### src/cpss_pkg.sv
`timescale 1ns / 1ps

package cpss_pkg;

    localparam logic [16:0] FULL_SCALE = 17'd65536;
    localparam logic [31:0] STOP_INFINITE = 32'hFFFF_FFFF;

    // cause codes
    localparam logic [2:0] CAUSE_CLEAR    = 3'd0;
    localparam logic [2:0] CAUSE_CONTACT  = 3'd1;
    localparam logic [2:0] CAUSE_SLOWDOWN = 3'd2;
    localparam logic [2:0] CAUSE_TOOCLOSE = 3'd3;
    localparam logic [2:0] CAUSE_NOSTOP   = 3'd4;

    // register indexes
    localparam logic [2:0] REG_MODE      = 3'd0;
    localparam logic [2:0] REG_SCENE_THR = 3'd1;
    localparam logic [2:0] REG_SELF_THR  = 3'd2;
    localparam logic [2:0] REG_SCENE_GN  = 3'd3;
    localparam logic [2:0] REG_SELF_GN   = 3'd4;
    localparam logic [2:0] REG_MIN_DIST  = 3'd5;
    localparam logic [2:0] REG_SAFETY    = 3'd6;
    localparam logic [2:0] REG_PERIOD    = 3'd7;

    // dividend bits of the time-to-impact quotient
    localparam int DIV_STEPS = 47;
    localparam logic [5:0] DIV_LAST = 6'(DIV_STEPS - 1);

    typedef struct packed {
        logic        check_mode;
        logic [20:0] scene_threshold;
        logic [20:0] self_threshold;
        logic [31:0] scene_gain;
        logic [31:0] self_gain;
        logic [20:0] min_allowed_distance;
        logic [15:0] safety_factor;
        logic [16:0] check_period;
    } cfg_t;

    typedef enum logic [3:0] {
        OP_NONE,
        OP_LOAD,
        OP_MUL,
        OP_POS,
        OP_RDHI,
        OP_RDLO,
        OP_INTERP,
        OP_FIN,
        OP_STOP,
        OP_DIV,
        OP_DECIDE,
        OP_OUT
    } op_t;

    typedef struct packed {
        op_t  op;
        logic ch;
    } cmd_t;

    typedef struct packed {
        logic contact;
        logic mode;
        logic need_div;
        logic div_last;
        logic out_free;
    } status_t;

endpackage

### src/cpss_ctrl.sv
`timescale 1ns / 1ps

module cpss_ctrl
(
    input  logic                clk,
    input  logic                rst_n,
    input  logic                in_valid,
    output logic                in_ready,
    input  cpss_pkg::status_t   status,
    output cpss_pkg::cmd_t      cmd
);

    typedef enum logic [11:0] {
        S_IDLE     = 12'b0000_0000_0001,
        S_DISPATCH = 12'b0000_0000_0010,
        S_MUL      = 12'b0000_0000_0100,
        S_POS      = 12'b0000_0000_1000,
        S_RDHI     = 12'b0000_0001_0000,
        S_RDLO     = 12'b0000_0010_0000,
        S_INTERP   = 12'b0000_0100_0000,
        S_FIN      = 12'b0000_1000_0000,
        S_STOP     = 12'b0001_0000_0000,
        S_DIV      = 12'b0010_0000_0000,
        S_DECIDE   = 12'b0100_0000_0000,
        S_RESULT   = 12'b1000_0000_0000
    } state_t;

    state_t state_reg, state_next;
    logic   ch_reg, ch_next;

    assign in_ready = (state_reg == S_IDLE);

    always_ff @(posedge clk or negedge rst_n)
    begin
        if (!rst_n)
        begin
            state_reg <= S_IDLE;
            ch_reg    <= 1'b0;
        end
        else
        begin
            state_reg <= state_next;
            ch_reg    <= ch_next;
        end
    end

    // sequencing and commands
    always_comb
    begin
        state_next = state_reg;
        ch_next    = ch_reg;
        cmd.op     = cpss_pkg::OP_NONE;
        cmd.ch     = ch_reg;
        case (state_reg)
            S_IDLE:
            begin
                if (in_valid)
                begin
                    cmd.op     = cpss_pkg::OP_LOAD;
                    state_next = S_DISPATCH;
                end
            end
            S_DISPATCH:
            begin
                ch_next = 1'b0;
                if (status.contact)
                    state_next = S_RESULT;
                else if (status.mode)
                    state_next = S_STOP;
                else
                    state_next = S_MUL;
            end
            S_MUL:
            begin
                cmd.op     = cpss_pkg::OP_MUL;
                state_next = S_POS;
            end
            S_POS:
            begin
                cmd.op     = cpss_pkg::OP_POS;
                state_next = S_RDHI;
            end
            S_RDHI:
            begin
                cmd.op     = cpss_pkg::OP_RDHI;
                state_next = S_RDLO;
            end
            S_RDLO:
            begin
                cmd.op     = cpss_pkg::OP_RDLO;
                state_next = S_INTERP;
            end
            S_INTERP:
            begin
                cmd.op     = cpss_pkg::OP_INTERP;
                state_next = S_FIN;
            end
            S_FIN:
            begin
                cmd.op = cpss_pkg::OP_FIN;
                if (ch_reg)
                    state_next = S_RESULT;
                else
                begin
                    ch_next    = 1'b1;
                    state_next = S_MUL;
                end
            end
            S_STOP:
            begin
                cmd.op     = cpss_pkg::OP_STOP;
                state_next = S_DECIDE;
            end
            S_DECIDE:
            begin
                // run the divider only when the approach test needs the quotient
                if (status.need_div)
                    state_next = S_DIV;
                else
                    state_next = S_RESULT;
            end
            S_DIV:
            begin
                cmd.op = cpss_pkg::OP_DIV;
                if (status.div_last)
                    state_next = S_RESULT;
            end
            S_RESULT:
            begin
                if (status.out_free)
                begin
                    cmd.op     = cpss_pkg::OP_OUT;
                    state_next = S_IDLE;
                end
            end
            default:
            begin
                state_next = S_IDLE;
            end
        endcase
    end

endmodule

### config.mk
export PLATFORM = sky130hd
export DESIGN_NAME = cpss_ctrl
export DESIGN_NICKNAME = d
export VERILOG_FILES = /design/src/cpss_pkg.sv /design/src/cpss_ctrl.sv
export SDC_FILE = /design/constraint.sdc
export NUM_CORES = 1
export LEC_CHECK = 0
export ABC_CLOCK_PERIOD_IN_PS = 2460
export BUFFER_PORTS_ARGS = -buffer_cell sky130_fd_sc_hd__buf_2
export CORE_MARGIN = 5
export CORE_UTILIZATION = 30
export CTS_CLUSTER_DIAMETER = 30
export DETAILED_ROUTE_END_ITERATION = 6
export GPL_ROUTABILITY_DRIVEN = 0
export GPL_TIMING_DRIVEN = 0
export PLACE_DENSITY = 0.48
export REMOVE_ABC_BUFFERS = 1
export SYNTH_ARGS = -nofsm -noshare
export SYNTH_HDL_FRONTEND = slang
export SYNTH_SLANG_ARGS = --single-unit
export TNS_END_PERCENT = 50
### constraint.sdc
create_clock -name clk -period 2.46 [get_ports clk]
set_input_delay 0.246 -clock clk [delete_from_list [all_inputs] [get_ports clk]]
set_output_delay 0.246 -clock clk [all_outputs]
set_load 0.1 [all_outputs]
==> impl_results.md <==
- Outcome: finished, final reports clean
- Post-route core utilization: roughly 37%
- Die area: 4650 sq um
- Clk Latency, worst-skew pair: 0.29 ns
- Num ports: 14
- DP Wirelength: ~1.8 mm
- Critical path data arrival time: roughly 2.1 ns
- FF+latch count, synth: 13
- CP max stage delay: between 0.4 and 0.5 ns
- CP Launch Type: flop
- TritonCTS Sinks: 13
- Hold Violations, Final: 0
- Clk slew on worst S/H paths: about 0.090 ns
- PwrDens: about 800 nW/um^2
- Logic pwr share: 54.2%
- Count of buffers from port buffering: 13
- Async SR Flop Fraction: 100%
- Synth area leader: dfrtp_1
- CORE AREA: between 3000 and 4000 sq um
- Switching pwr: roughly 500 uW
- Syn Inst Count: between 100 and 150
- Max Root-Sink Buffers: 2
- Syn avg cell area: 8.67 sq um
- Top cells by area, synth: dfrtp_1 (30%), nor3b_1 (4.4%), nand2_1 (3.7%)
- CP Class: flop to output port
- Clock share of power: between 10 and 15%
- # rows: 21
- Fin crit share: a little over nine tenths
- Slew Limit Fails: 0
- Register area share after synthesis: roughly 32%
- CP max FO: 7
- Timing-limited maximum frequency: 426 MHz
- RSZ-0062 raised after global routing: false
- CTS tree: built
- Yosys cell types: 47
- Largest net degree at the start of global routing: 15
- DR iter-0 viols: about 80
- Detailed-route via count: just over 900
- Worst reg-to-reg setup slack: approximately 0.67 ns
- First-pass DRT Iterations: 4
- Area Growth Syn to Fin: 19.7%
- Part of the power in registers: between 30% and 40%
- Clk_skew: roughly 0.00074 ns
- Ant. Diodes: 0
- Worst r2r path cells: 7
- Die Width: about 68 um
- Post-layout worst setup margin: 0.114 ns
- Routed len/inst: between 10 and 15 um
- WHS Path Cells: 2
- CP endpoint kind: output port
- Period minus WS final: about 2.3 ns
- Max_cap viols: 0
- Num CTS Buffers: 3
- Routed wire length: 2.62 mm
- Die Y: approximately 70 um
- Residual DRC: 0
- First-pass GRT wire length: ~4.2 mm
- Worst R2R Start: state_reg[11]$_DFFE_PN0P_
- Tightest Pin Transition: 0.486 ns
- Total Routing Usage GR: roughly 12%
- Most common cell in the netlist: dfrtp_1
- Layout cell share with drive strength beyond 1: approximately 34%
- Total number of yosys warnings: 0
- Syn Std Cell Area: 1010 sq um
- Internal: around 470 uW
- Net count, final: between 100 and 150
- Number of global-route vias before repair: 876
- Peak VDD IR: roughly 0.43 mV
- Switch share: between 50% and 60%
- CP max-delay cell: dfrtp_2
- Largest register FFs: 12
- Post-Place Worst Slack: -0.207 ns
- Relative slew slack: roughly two thirds
- Clk Tree Root Cell: clkbuf_4
- GRT Residual Overflow: 0
- Final antenna-violating net count: 0
- Initial antenna violation count: 0
- WHS: between 0.15 and 0.2 ns
- Hold Path Sink: state_reg[2]$_DFFE_PN0P_
- H-tree depth: 1
- Leakage power: ~0.52 nW
- Yosys top cell area share: 29.6%
- Min-Delay Startpoint: status[3]
- Synth top cells by count: dfrtp_1 (12), nand2_1 (10), nor2_1 (10)
- Endpoints failing setup: 0
- EDFF count, synth: 0
- Hold WC Path Type: primary input to flop
- Via density: roughly 5.3
- Crit-path cells: or2_4 -> or3_4 -> nor2_1 -> and2_1 -> or3b_1 -> buf_6
- WP data required: between 2 and 2.5 ns
- Initial Util: between 30% and 40%
- RR Endpoint: state_reg[11]$_DFFE_PN0P_
- Predominant post-synthesis flop cell: dfrtp_1
==> through the flow <==
step                power [mW]  std cells  cell area [sq um]  setup TNS (ns)
floorplan                0.700        106                952           -3.73
global placement         0.797        165               1070          -0.448
detailed placement       0.794        165               1070          -0.369
CTS                      0.967        172               1150               0
global route              1.04        177               1210               0
finish                   0.971        177               1210               0
==> timing repair <==
item | in CTS | in global routing
endpoints found under the hold margin | 12 | 0
pin swaps | 1 | 2
hold buffers | 1 | 0
buffers inserted | 2 | 5
gates resized for setup | 6 | 9
setup endpoints to repair | 2 | 4
==> area by class of cell <==
| type | instances | area [sq um] |
|---|---|---|
| tap | 46 | 57.6 |
| clock buffer | 3 | 22.5 |
| clock inverter | 1 | 5.00 |
| timing repair buffer | 21 | 143 |
| fill | 352 | 2100 |
| inverter | 3 | 11.3 |
| multi-input combinational | 90 | 644 |
| sequential | 13 | 332 |
==> routing by layer <==
metal	vias to the layer above	part of all wire, %	GRT usage (%)
li1	461	-	-
met1	448	49	16.5
met2	22	44	18.5
met3	4	6.1	4.43
met4	0	1.2	3.72
met5	-	0	0
==> cells by family (layout without fill, tap and decap cells) <==
family,Yosys count,after routing,share of synthesized area [%]
and+or+nand+nor,60,60,37.1
AOI/OAI and AO/OA,24,24,17.9
buffers and inverters,14,28,7.27
DFF,13,13,32.2
xor gates and xnor gates,3,3,2.59
muxes,3,3,2.96
==> layout by cell type, fill, tap and decap left out, drive strengths merged, types with 5 or more instances in the layout <==
master / count
nor3b: 6
nor4: 7
buf: 20
nor2: 12
o21ai: 7
nand3: 5
dfrtp: 12
nand2: 10
==> worst max-delay path by stage <==
stage,start,slack (ns),end,cells past startpoint
floorplan,state_reg[7]$_DFFE_PN0P_,-1.81,cmd[4],3
global placement,state_reg[4]$_DFFE_PN0P_,-0.24,cmd[1],5
detailed placement,state_reg[5]$_DFFE_PN0P_,-0.21,cmd[1],5
CTS,state_reg[6]$_DFFE_PN0P_,0.03,cmd[1],6
global route,state_reg[6]$_DFFE_PN0P_,0.005,cmd[1],6
finish,state_reg[6]$_DFFE_PN0P_,0.11,cmd[1],6
==> power groups by stage <==
stage	combinational (mW)	sequential (mW)	clock [mW]
after CTS	0.521	0.300	0.146
after global routing	0.569	0.308	0.160
after detailed placement	0.491	0.303	0
after global placement	0.493	0.304	0
final	0.526	0.303	0.142
after floorplan	0.409	0.291	0
==> critical path: cells and delay by family, from the launching register on <==
family	cells	cell delay [ns]
AND/OR/NAND/NOR	5	1.12
buffers and inverters	1	0.22
flip-flops	1	0.46
Note: power is estimated with default switching activity, not from simulation.
