$ cat config.mk
export PLATFORM = sky130hd
export DESIGN_NAME = cpss_regs
export DESIGN_NICKNAME = d
export VERILOG_FILES = /design/src/cpss_pkg.sv /design/src/cpss_regs.sv
export SDC_FILE = /design/constraint.sdc
export NUM_CORES = 1
export LEC_CHECK = 0
export BUFFER_PORTS_ARGS = -buffer_cell sky130_fd_sc_hd__buf_4
export CORE_MARGIN = 1
export CORE_UTILIZATION = 34
export DETAILED_ROUTE_END_ITERATION = 7
export REMOVE_ABC_BUFFERS = 1
export SLEW_MARGIN = 10
export SYNTH_ARGS = -nofsm -noshare
export SYNTH_HDL_FRONTEND = slang
export SYNTH_SLANG_ARGS = --single-unit
$ cat constraint.sdc
create_clock -name clk -period 1.3 [get_ports clk]
set_input_delay 0.13 -clock clk [delete_from_list [all_inputs] [get_ports clk]]
set_output_delay 0.13 -clock clk [all_outputs]
set_load 0.01 [all_outputs]
$ cat src/cpss_pkg.sv
`timescale 1ns / 1ps

package cpss_pkg;

    localparam logic [16:0] FULL_SCALE = 17'd65536;
    localparam logic [31:0] STOP_INFINITE = 32'hFFFF_FFFF;

    // cause codes
    localparam logic [2:0] CAUSE_CLEAR    = 3'd0;
    localparam logic [2:0] CAUSE_CONTACT  = 3'd1;
    localparam logic [2:0] CAUSE_SLOWDOWN = 3'd2;
    localparam logic [2:0] CAUSE_TOOCLOSE = 3'd3;
    localparam logic [2:0] CAUSE_NOSTOP   = 3'd4;

    // register indexes
    localparam logic [2:0] REG_MODE      = 3'd0;
    localparam logic [2:0] REG_SCENE_THR = 3'd1;
    localparam logic [2:0] REG_SELF_THR  = 3'd2;
    localparam logic [2:0] REG_SCENE_GN  = 3'd3;
    localparam logic [2:0] REG_SELF_GN   = 3'd4;
    localparam logic [2:0] REG_MIN_DIST  = 3'd5;
    localparam logic [2:0] REG_SAFETY    = 3'd6;
    localparam logic [2:0] REG_PERIOD    = 3'd7;

    // dividend bits of the time-to-impact quotient
    localparam int DIV_STEPS = 47;
    localparam logic [5:0] DIV_LAST = 6'(DIV_STEPS - 1);

    typedef struct packed {
        logic        check_mode;
        logic [20:0] scene_threshold;
        logic [20:0] self_threshold;
        logic [31:0] scene_gain;
        logic [31:0] self_gain;
        logic [20:0] min_allowed_distance;
        logic [15:0] safety_factor;
        logic [16:0] check_period;
    } cfg_t;

    typedef enum logic [3:0] {
        OP_NONE,
        OP_LOAD,
        OP_MUL,
        OP_POS,
        OP_RDHI,
        OP_RDLO,
        OP_INTERP,
        OP_FIN,
        OP_STOP,
        OP_DIV,
        OP_DECIDE,
        OP_OUT
    } op_t;

    typedef struct packed {
        op_t  op;
        logic ch;
    } cmd_t;

    typedef struct packed {
        logic contact;
        logic mode;
        logic need_div;
        logic div_last;
        logic out_free;
    } status_t;

endpackage

$ cat src/cpss_regs.sv
`timescale 1ns / 1ps

module cpss_regs
(
    input  logic               clk,
    input  logic               rst_n,
    input  logic               psel,
    input  logic               penable,
    input  logic               pwrite,
    input  logic [4:0]         paddr,
    input  logic [31:0]        pwdata,
    output logic [31:0]        prdata,
    output logic               pready,
    output cpss_pkg::cfg_t     cfg
);

    cpss_pkg::cfg_t cfg_reg;
    logic           wr_en;

    assign pready = 1'b1;
    assign wr_en  = psel & penable & pwrite;
    assign cfg    = cfg_reg;

    // register writes
    always_ff @(posedge clk or negedge rst_n)
    begin
        if (!rst_n)
        begin
            cfg_reg.check_mode           <= 1'b0;
            cfg_reg.scene_threshold      <= 21'd65536;
            cfg_reg.self_threshold       <= 21'd65536;
            cfg_reg.scene_gain           <= 32'd452707;
            cfg_reg.self_gain            <= 32'd452707;
            cfg_reg.min_allowed_distance <= 21'd0;
            cfg_reg.safety_factor        <= 16'd256;
            cfg_reg.check_period         <= 17'd655;
        end
        else if (wr_en)
        begin
            case (paddr[4:2])
                cpss_pkg::REG_MODE:      cfg_reg.check_mode           <= pwdata[0];
                cpss_pkg::REG_SCENE_THR: cfg_reg.scene_threshold      <= pwdata[20:0];
                cpss_pkg::REG_SELF_THR:  cfg_reg.self_threshold       <= pwdata[20:0];
                cpss_pkg::REG_SCENE_GN:  cfg_reg.scene_gain           <= pwdata;
                cpss_pkg::REG_SELF_GN:   cfg_reg.self_gain            <= pwdata;
                cpss_pkg::REG_MIN_DIST:  cfg_reg.min_allowed_distance <= pwdata[20:0];
                cpss_pkg::REG_SAFETY:    cfg_reg.safety_factor        <= pwdata[15:0];
                cpss_pkg::REG_PERIOD:    cfg_reg.check_period         <= pwdata[16:0];
                default:                 ;
            endcase
        end
    end

    // read mux
    always_comb
    begin
        case (paddr[4:2])
            cpss_pkg::REG_MODE:      prdata = {31'd0, cfg_reg.check_mode};
            cpss_pkg::REG_SCENE_THR: prdata = {11'd0, cfg_reg.scene_threshold};
            cpss_pkg::REG_SELF_THR:  prdata = {11'd0, cfg_reg.self_threshold};
            cpss_pkg::REG_SCENE_GN:  prdata = cfg_reg.scene_gain;
            cpss_pkg::REG_SELF_GN:   prdata = cfg_reg.self_gain;
            cpss_pkg::REG_MIN_DIST:  prdata = {11'd0, cfg_reg.min_allowed_distance};
            cpss_pkg::REG_SAFETY:    prdata = {16'd0, cfg_reg.safety_factor};
            cpss_pkg::REG_PERIOD:    prdata = {15'd0, cfg_reg.check_period};
            default:                 prdata = 32'd0;
        endcase
    end

endmodule

==> flow_summary.toml, run 1 <==
[run_status]
outcome = "complete, but fails checks"
violations = "setup timing"

[placed_design]
gp_congestion = 0.828
port_buffers = 232
hpwl_um = 17200
dpl-instance-area_mm2 = 0.0102

[clock_network]
cts_root_buf = "clkbuf_16"
path_clk_slew_ns = 0.06
clkLatencyLatePin_ns = 0.42
cts_buffers = 17
numClockSinks = 161
cts_tree = "built"
h-tree-depth = 4
cts_buffer_depth = 2

[power_and_ir_drop]
switching_share_pct = 29.0
p_sw_mw = 5.22
p_seq_share_pct = 38.4
p_clk_share_pct = 29.6
p_int_mw = 12.8
power_density_mw_per_mm2 = 1510
leakage_nw = 5.69
ir_drop_v = 0.000918
combPwrFrac_pct = 32.0

[die]
die_w_um = 149
core_area_mm2 = 0.0210
rows = 53
die_area_mm2 = 0.0221
initial_utilization_pct = 34.7
fp.dieH_um = 149
io_pins = 236

[drt]
dr_total_vias = 6154
antenna_left = 0
wl_per_cell_um = 21.5
firstDrtPassIters = 4
viasPerCell = 5.13
totalWireLength_um = 25800
drt_iter0_markers = 320
post-route-drc-count = 0

[critical_path]
crit_start = "cfg[6]"
worstPathArrival_ns = 1.63
path_buf_inv = 1
r2r_start = "cfg[70]"
start_kind = "flop"
path_cells = "mux2_4 -> a22o_1 -> nand2_1 -> o211ai_1 -> buf_4"
cp_num_cells = 5
r2r_cells = 3
critical_path_class = "reg2out"
r2r_slack_ns = 0.30
crit_end = "prdata[6]"
critPathMaxFanout = 2
max_stage_delay_ns = 0.39
critPathRequiredTime_ns = 1.17
cp_slowest_cell = "dfrtp_1"
worstSetupEndpointType = "output pin"
critPathTopFamily = "flip-flops"
worstReg2RegEnd = "cfg[70]"

[finish]
fillers = 1723
area_growth_pct = 63.3
layout_common_cells = "buf_4, mux2_2, dfrtp_1, buf_6, dlygate4sd3_1"
final_common_cell = "buf_4"
nets = 954
multi_input_area_mm2 = 0.00322
fin_area_mm2 = 0.0119
layout.area.seq_mm2 = 0.00407
largest_register_ffs = 161
antenna_cells = 0
drive_above_1_share_pct = 69.3

[min_path]
min-delay-path-class = "in2reg"
hold_start = "pwdata[0]"

[global_routing]
antenna_found_initial = 0
grt_use_total_pct = 23.9
grt_pass1_wl_um = 39300
grt_max_degree = 37
grt_pass1_vias = 6553
grt-ovfl-total = 0

[sta]
finalCriticalPeriod_ns = 1.76
setup_ws_ns = -0.456
finalCritPeriodShare_pct = 135
rsz0062_at_grt = "true"
skew_ns = 0
fmax_ghz = 0.569
finalHoldViolations = 0
fin_setup_tns_ns = -8.11
setup_viol = 25
slew_viol_final = 0
hold_ws_ns = 0.0183

[synth]
syn_avg_cell_area_um2 = 14.0
ys_warn_count = 0
synth-seq-cells = 161
synth_top_area_share_pct = 45.2
ys_types = 34
yosysSeqAreaShare_pct = 55.7
synth_cells = 520
synth_largest_area_cell = "dfrtp_1"
synth.area.top_cells = "dfrtp_1, mux2_2, dfstp_2, a22o_1, a22oi_1"
synth_area_mm2 = 0.00730

[flow_run]
drv_cap = 0
[worst min path at each step]
stage          depth (start not counted)  slack, ns  endpoint
2_1_floorplan                          0      -0.17  cfg[102]
3_3_place_gp                           1       0.05  cfg[110]
3_5_place_dp                           1       0.06  cfg[111]
4_1_cts                                2     0.0003   cfg[33]
5_1_grt                                2      0.006   cfg[33]
6_report                               2       0.02  cfg[118]
[final cells by class]
| type | instances | area share, % |
|---|---|---|
| flip-flops and latches | 161 | 34.1 |
| repair buffers | 409 | 30.7 |
| multi-input cells | 322 | 27.0 |
| clock buffers | 21 | 3.95 |
| well taps | 275 | 2.89 |
| clock inverters | 11 | 1.25 |
| inverters | 1 | 0.0315 |
[power by group through the flow]
stage | Sequential (mW) | Clock [mW] | Combinational, mW
3_3_place_gp | 6.96 | 0 | 4.77
4_1_cts | 6.89 | 5.39 | 5.60
6_report | 6.92 | 5.33 | 5.76
2_1_floorplan | 7.32 | 0 | 1.46
3_5_place_dp | 7.02 | 0 | 4.85
5_1_grt | 7.04 | 5.63 | 6.14
[worst reg2reg max path, cell delays in order, from the launching register on]
cell and delay, ns:
dfrtp_1 0.38, buf_4 0.13, buf_4 0.13, mux2_2 0.26
[kinds of logic after synthesis]
group	Yosys count	synth area share [%]
multiplexers	192	29.6
buffers and inverters	38	2.74
AO/OA/AOI/OAI	83	8.64
AND/OR/NAND/NOR	45	3.31
flip-flops	161	55.7
other	1	0.0514
[repair_timing]
| action | CTS | global route |
|---|---|---|
| hold buffers | 31 | 1 |
| gates cloned | 5 | 0 |
| buffers inserted | 44 | 9 |
| pin swaps | 17 | 8 |
| endpoints found under the setup margin | 34 | 44 |
| gates resized for setup | 60 | 36 |
| endpoints found under the hold margin | 271 | 1 |
[through the flow]
stage	setup slack, ns	total power, mW	std cells	util [%]
6_report	-0.456	18.0	1200	56.7
3_5_place_dp	-0.300	11.9	1082	48.3
3_3_place_gp	-0.245	11.7	1082	48.3
2_1_floorplan	-0.534	8.78	483	-
4_1_cts	-0.471	17.9	1193	55.8
5_1_grt	-0.552	18.8	1200	56.7
[cell usage after synthesis]
library cell	number
mux2_2	176
dfrtp_1	132
dfstp_2	29
a22oi_1	28
a22o_1	25
buf_2	19
nand2_1	17
mux2i_1	11
o211ai_1	10
buf_4	9
clkbuf_1	8
nor2_1	8
o21ai_0	5
o22ai_1	5
a21oi_1	4
mux2_1	4
nand2b_1	4
nor2b_1	4
o221ai_1	3
nor2_2	2
nor2_4	2
nor3_1	2
nor3b_1	2
a211o_1	1
a221oi_1	1
a31oi_1	1
and2_1	1
buf_1	1
conb_1	1
inv_1	1
mux4_2	1
nand4_2	1
nand4b_1	1
nor3_2	1
[layer usage]
layer / GRT usage (%) / share of wire [%] / vias up
met2: 38.9 / 49 / 224
met4: 5.93 / 1.2 / 0
met1: 30.8 / 42 / 3173
met3: 7.27 / 7.5 / 20
li1: - / - / 2737
met5: 0 / 0 / -
No activity file was read; power rests on OpenSTA's default activity.
==> run 2: changes to the inputs <==
--- a/config.mk
+++ b/config.mk
@@ -7,8 +7,9 @@
 export LEC_CHECK = 0
 export BUFFER_PORTS_ARGS = -buffer_cell sky130_fd_sc_hd__buf_4
 export CORE_MARGIN = 1
-export CORE_UTILIZATION = 34
+export CORE_UTILIZATION = 50
 export DETAILED_ROUTE_END_ITERATION = 7
+export PLACE_DENSITY = 0.79
 export REMOVE_ABC_BUFFERS = 1
 export SLEW_MARGIN = 10
 export SYNTH_ARGS = -nofsm -noshare
==> flow_summary.toml, run 2 (synthesized netlist as in run 1, its figures left out) <==
[die]
core_area_mm2 = 0.0140
initial_utilization_pct = 52.0
io_pins = 236
die_w_um = 123
fp.dieH_um = 123
rows = 43
die_area_mm2 = 0.0151

[finish]
drive_above_1_share_pct = 67.6
largest_register_ffs = 161
fillers = 771
layout_common_cells = "buf_4, mux2_2, dfrtp_1, buf_6, dlygate4sd3_1"
nets = 928
area_growth_pct = 56.0
antenna_cells = 0
fin_util_pct = 81.1
final_common_cell = "buf_4"

[clock_network]
cts_buffer_depth = 2
cts_buffers = 17
h-tree-depth = 4
cts_root_buf = "clkbuf_16"
path_clk_slew_ns = 0.06
clkLatencyLatePin_ns = 0.42
cts_tree = "built"
numClockSinks = 161

[sta]
slew_viol_final = 0
skew_ns = 0
finalCritPeriodShare_pct = 141
fmax_ghz = 0.545
rsz0062_at_grt = "true"
finalCriticalPeriod_ns = 1.83
setup_ws_ns = -0.534
finalHoldViolations = 0
fin_setup_tns_ns = -8.85
setup_viol = 37

[drt]
viasPerCell = 5.76
drt_iter0_markers = 337
dr_total_vias = 6218
totalWireLength_um = 25400
firstDrtPassIters = 4
post-route-drc-count = 0
wl_per_cell_um = 23.5
antenna_left = 0

[run_status]
outcome = "complete, but fails checks"
violations = "setup timing"

[critical_path]
critical_path_class = "reg2out"
max_stage_delay_ns = 0.39
worstPathArrival_ns = 1.70
cp_slowest_cell = "dfrtp_1"
critPathRequiredTime_ns = 1.17
start_kind = "flop"
path_cells = "mux2_2 -> a22o_1 -> nand2_2 -> o221ai_2 -> buf_4"
worstSetupEndpointType = "output pin"
critPathMaxFanout = 2

[power_and_ir_drop]
ir_drop_v = 0.000971
power_density_mw_per_mm2 = 1530
leakage_nw = 5.47

[global_routing]
grt_pass1_vias = 6690
antenna_found_initial = 0
grt_use_total_pct = 33.3
grt_pass1_wl_um = 36900
grt-ovfl-total = 0
grt_max_degree = 42

[placed_design]
port_buffers = 232
hpwl_um = 15900
gp_congestion = 0.861

[min_path]
min-delay-path-class = "in2reg"

[flow_run]
drv_cap = 0
run 2: path summary, 6_finish.rpt:
path | startpoint | endpoint | slack [ns] | cells after the start
max | cfg[48] | prdata[15] | -0.53 | 5
min | pwdata[0] | cfg[86] | 0.01 | 2
max reg2reg | cfg[48] | cfg[48] | 0.18 | 4
min reg2reg | cfg[142] | cfg[142] | 0.54 | 1
max in group asynchronous | rst_n | cfg[7] | 0.47 | 3
min in group asynchronous | rst_n | cfg[144] | 0.20 | 2
run 2: layer usage:
| metal | GRT usage [%] | vias up | wire, um |
|---|---|---|---|
| met5 | 0 | - | 0 |
| met4 | 15.0 | 0 | 714 |
| met3 | 8.69 | 59 | 1810 |
| met2 | 57.2 | 291 | 13100 |
| met1 | 39.0 | 3201 | 9780 |
| li1 | - | 2667 | - |
run 2: final cells by class:
cell class	count	area [um^2]	share of cell area [%]
clock buffer	26	479	4.21
clock inverter	6	83.8	0.736
inverter	1	3.75	0.0330
multi-input combinational	321	3190	28.0
sequential	161	4070	35.7
tap	180	225	1.98
timing repair buffer	384	3340	29.3
run 2: through the flow:
step / hold slack [ns] / setup WS (ns) / std cells / cell area (um^2) / total power [mW]
final: 0.0132 / -0.534 / 1079 / 11400 / 17.5
after global routing: 0.00544 / -0.555 / 1079 / 11400 / 18.1
after CTS: 0.000771 / -0.461 / 1062 / 11100 / 17.0
after detailed placement: 0.0691 / -0.211 / 977 / 9950 / 11.8
after global placement: 0.0693 / -0.183 / 977 / 9950 / 11.6
after floorplan: -0.166 / -0.534 / 483 / 7100 / 8.78
run 2: power breakdown:
part           switching, mW  total, mW  internal, mW
Combinational           2.31       5.59          3.27
Clock                   1.95       4.88          2.93
Sequential             0.867       7.00          6.13
run 2: what timing repair did:
item                                    CTS  global route
hold buffers                             31             0
gates resized for setup                  35            38
hold endpoints to repair                257             0
cloned                                    1             0
setup buffers                            21            23
pin swaps                                18            14
endpoints found under the setup margin   33            40
run 2: worst max-delay path: cells and delay by family (launching register included):
kind | cells | cell delay (ns)
flops | 1 | 0.39
compound gates | 2 | 0.35
mux | 1 | 0.26
buf+inv | 1 | 0.18
simple gates | 1 | 0.09
